<file path="src/rtl/oau_ram.sv">
// oau_ram: generic single-port synchronous ram with registered read
// no dependencies
module oau_ram #(
  parameter int unsigned WIDTH = 8,
  parameter int unsigned DEPTH = 256
) (
  input  logic                     clk,
  input  logic                     we,
  input  logic [$clog2(DEPTH)-1:0] addr,
  input  logic [WIDTH-1:0]         wdata,
  output logic [WIDTH-1:0]         rdata
);

  logic [WIDTH-1:0] mem [DEPTH];

  always_ff @(posedge clk) begin
    if (we) begin
      mem[addr] <= wdata;
    end
    rdata <= mem[addr];
  end

endmodule

</file>
<file path="config.mk">
export PLATFORM = sky130hd
export DESIGN_NAME = oau_ram
export DESIGN_NICKNAME = d
export VERILOG_FILES = /design/src/rtl/oau_ram.sv
export SDC_FILE = /design/constraint.sdc
export NUM_CORES = 2
export LEC_CHECK = 0
export BUFFER_PORTS_ARGS = -buffer_cell sky130_fd_sc_hd__buf_2
export CAP_MARGIN = 20
export CELL_PAD_IN_SITES_DETAIL_PLACEMENT = 1
export CELL_PAD_IN_SITES_GLOBAL_PLACEMENT = 1
export CORE_MARGIN = 2
export CORE_UTILIZATION = 51
export CTS_CLUSTER_DIAMETER = 30
export CTS_CLUSTER_SIZE = 20
export DETAILED_ROUTE_END_ITERATION = 12
export PLACE_DENSITY_LB_ADDON = 0.1
export SETUP_SLACK_MARGIN = 0.3
export SLEW_MARGIN = 10
export SYNTH_ARGS = -nofsm -noshare
export SYNTH_HDL_FRONTEND = slang
export SYNTH_SLANG_ARGS = --single-unit
export TNS_END_PERCENT = 50
</file>
<file path="constraint.sdc">
create_clock -name clk -period 2.28 [get_ports clk]
set_input_delay 0.228 -clock clk [delete_from_list [all_inputs] [get_ports clk]]
set_output_delay 0.228 -clock clk [all_outputs]
set_load 0.1 [all_outputs]
</file>
Word-level counts from Yosys, hierarchy flattened:

Memories as Yosys holds them, arrays and structs flattened. A register that Yosys moved wholly into a read port is not among the register bits.
Index checks and enable logic that the tools add are counted.

* eq/ne operators: 0
* divide/modulo/power cells: 0
* shift operators: 0
* mux-type cells: 2
* reductions and logical operators: 0
* $mul: 0
* bitwise operators: 0
* magnitude comparators: 0
* $add $sub $neg: 0

Operator list (count)
* $mux W1: 2

* RAM bits: 2048
* input port bits: 18
* flip-flop bits (word level): 0
* memories: 1
* latch bits: 0
* logic and storage cells: 3
* output and inout port bits: 8
* bits in read-only memories: 0

Memories
* mem: depth 256, width 8, rd ports 1, clocked after memory_dff 1, wr ports 1, line 14 `logic [WIDTH-1:0] mem [DEPTH];`

Depth between registers and ports, before layout:

* word-level depth: 2
* depth in mapped cells: 10
* mapped depth without buffers: 5

Worst setup path before layout:

OpenSTA, ideal clock, no wires.

* path kind: input to register
* start: in addr[1]
* end: mem mem[111][0] (enable)
* cell stages on the path: 9
* buffers on the path: 5
* library setup time: 0.370 ns
* required time: 1.910 ns
* data arrival time: 2.077 ns
* setup slack: -0.167 ns
* cell sequence: buf_2 clkbuf_1 clkbuf_1 nand2_1 buf_2 nor2_1 nand2_1 clkbuf_1 nor2_1

RTL lines
* start: declaration: line 9 `input logic [$clog2(DEPTH)-1:0] addr,`
* end: declaration: line 14

No word-level cell before the write port.

==> flow_metrics.py <==
metrics = {
    "timing": {
        "drv_slew": 0,
        "hold_ws_ns": 0.165,
        "rsz0062_at_grt": "yes",
        "fmax_mhz": 455,
        "period_share": 0.964,
        "layout_min_cycle_time_ns": 2.20,
        "setup_viol": 0,
        "finClkSkew_ns": 0.0573,
        "relSlewSlack": 0.433,
        "worst_pin_slew_ns": 0.851,
        "fin_setup_tns_ns": 0,
        "finalHoldViolations": 0,
    },
    "placement": {
        "placed_area_um2": 86500,
        "dp.cells": 5868,
        "hpwl_um": 136000,
        "gp_congestion": 0.843,
        "io_buffers": 25,
    },
    "worst_setup_path": {
        "r2r_slack_ns": 0.08,
        "path_cells": "mux4_2 > a22oi_1 > buf_4 > a21oi_1 > o41ai_2 > buf_4 > nand4_1",
        "critPathLaunchType": "register",
        "end_kind": "register",
        "critPathMostFrequentCell": "buf_4",
        "worstPathArrival_ns": 3.00,
        "r2r-end": "rdata[3]$_DFF_P_",
        "worstPathRequired_ns": 3.08,
        "reg2reg_depth": 7,
        "cp_slowest_cell": "mux4_2",
        "critPathMaxFanout": 1,
        "worstReg2RegStart": "mem[127][3]$_DFFE_PP_",
        "max_stage_delay_ns": 0.50,
        "path_class": "register to register",
    },
    "grt": {
        "grt_pass1_wl_um": 333000,
        "grt_max_degree": 109,
        "antenna_found_initial": 7,
        "grt_pass1_vias": 45100,
        "grt_usage": 0.297,
        "grt.overflow.total": 0,
    },
    "synth": {
        "ys_warn_count": 0,
        "synthFlopType": "edfxtp_1",
        "syn_area_um2": 78500,
        "yosys.cell_types.count": 22,
        "synthArstFlopShare": 0,
        "syn_avg_cell_area_um2": 22.1,
        "synth_edf_count": 2048,
        "synth_seq_area_share": 0.786,
        "synth_nets": 3565,
        "synth_seq_cells": 2056,
        "syn_inst": 3547,
    },
    "clocking": {
        "numCtsBuffers": 415,
        "clkTransAtPathRegs_ns": 0.05,
        "tritoncts": "done",
        "cts_setup_buffers": 0,
        "clockBufferDepth": 4,
        "clk-insertion-delay-late_ns": 0.93,
        "root_buffer": "clkbuf_16",
        "cts.sinks": 2056,
        "htreeDepth": 5,
    },
    "die": {
        "coreArea_um2": 152000,
        "die_w_um": 396,
        "die_h_um": 396,
        "start_util": 0.515,
        "die_area_um2": 157000,
        "core.rowCount": 143,
        "ioPinCount": 26,
    },
    "pwr": {
        "p_per_area_nw_per_um2": 1060,
        "p_seq_frac": 0.388,
        "p_comb_frac": 0.044,
        "p_int_w": 0.0847,
        "finalPower_w": 0.108,
        "ir_worst_vdd_mv": 0.924,
        "swShare": 0.215,
        "clkPwrFrac": 0.569,
        "p_leak_nw": 32.8,
        "p_sw_w": 0.0232,
    },
    "hold_path": {
        "hold_end": "rdata[7]$_DFF_P_",
        "whs_path_depth": 6,
        "hold_path.class": "input pin to register",
        "hp-start": "addr[7]",
    },
    "cells_and_area": {
        "area_delta_synth_final_pct": 29.8,
        "layout-drive-gt1-share": 0.452,
        "n_fill_cell": 11900,
        "layout_common_cells": "2048 x edfxtp_1, 512 x mux4_2, 419 x clkbuf_16",
        "postLayoutCellArea_um2": 102000,
        "fin_cells": 6630,
        "final_common_cell": "edfxtp_1",
        "fin_nets": 4281,
    },
    "detailed_routing": {
        "routed_via_density": 6.26,
        "finalWirelength_um": 229000,
        "wire_per_inst_um": 34.5,
        "first_iter_violations": 4811,
        "first_pass_iters": 5,
        "vias": 41500,
        "antenna_left": 0,
        "drc": 0,
    },
    "run_status": {
        "status": "finished clean",
    },
    "job": {
        "max_cap_violations": 0,
    },
}
==> worst max-delay path: cells and delay by family, from the launching register on <==
family          cells  cell delay, ns
compound gates      3            0.75
mux                 1            0.50
flops               1            0.37
buf+inv             2            0.36
simple gates        1            0.11
==> per-stage QoR <==
| stage | utilization | worst slack [ns] |
|---|---|---|
| 4_1_cts | 0.665 | 0.105 |
| 5_1_grt | 0.668 | -0.00777 |
| 6_report | 0.668 | 0.0831 |
| 3_3_place_gp | 0.567 | -0.996 |
| 2_1_floorplan | - | 0.0751 |
| 3_5_place_dp | 0.567 | -1.02 |
==> power by group through the flow <==
stage	clock [W]	sequential [W]	combinational, W
after global routing	0.0635	0.0418	0.00490
after floorplan	0	0.0427	0.00193
after global placement	0	0.0425	0.00425
after detailed placement	0	0.0425	0.00438
after CTS	0.0618	0.0418	0.00461
final	0.0613	0.0418	0.00471
==> cell type report <==
cell class / count / area, µm² / share of cell area
sequential: 2056 / 61700 / 0.605
multi-input combinational: 1258 / 18200 / 0.179
clock buffer: 460 / 10600 / 0.104
timing repair buffer: 531 / 5310 / 0.0522
clock inverter: 293 / 3460 / 0.0340
tap: 2030 / 2540 / 0.0249
inverter: 1 / 3.75 / 0.0000368
antenna: 1 / 2.50 / 0.0000246
==> kinds of logic after synthesis <==
group | share of synthesized area
buffers and inverters | 0.0140
AO/OA/AOI/OAI | 0.0362
multiplexers | 0.147
flip-flops | 0.786
AND/OR/NAND/NOR | 0.0173
==> sequential cells by signal (all words and copies together), names as in the netlist <==
signal  flops
rdata       8
mem      2048
==> routing by layer <==
layer,GRT usage,share of wire,vias to the layer above
li1,-,-,16700
met1,0.410,0.39,22300
met2,0.481,0.50,1990
met3,0.0584,0.077,441
met4,0.101,0.032,6
met5,0,0.00016,-
==> cell usage after synthesis, drive strengths merged (2+ instances only) <==
library cell     n  share of area
nor3            30         0.0019
a22oi          256          0.024
edfxtp        2048           0.78
nand3           13        0.00083
mux4           512           0.15
nand2           28         0.0013
and2             3        0.00024
clkbuf         145         0.0069
o41ai           32         0.0036
a21oi          128         0.0082
nand2b           6        0.00048
buf             87         0.0070
nand4            8        0.00064
nor2b            7        0.00056
dfxtp            8         0.0020
or2              2        0.00016
nor2           232          0.011
==> worst max path at each step <==
stage | start | depth (start not counted) | endpoint
4_1_cts | mem[136][3]$_DFFE_PP_ | 7 | rdata[3]$_DFF_P_
6_report | mem[127][3]$_DFFE_PP_ | 7 | rdata[3]$_DFF_P_
5_1_grt | mem[143][5]$_DFFE_PP_ | 7 | rdata[5]$_DFF_P_
2_1_floorplan | addr[1] | 7 | mem[146][0]$_DFFE_PP_
3_3_place_gp | addr[0] | 9 | rdata[2]$_DFF_P_
3_5_place_dp | addr[0] | 9 | rdata[2]$_DFF_P_
==> timing repair <==
| item | in CTS | in global routing |
|---|---|---|
| resized for setup | 137 | 82 |
| endpoints found under the hold margin | 586 | 0 |
| hold buffers | 8 | 0 |
| pin swaps | 38 | 42 |
| setup endpoints to repair | 16 | 16 |
(Power assumes the default switching activity.)
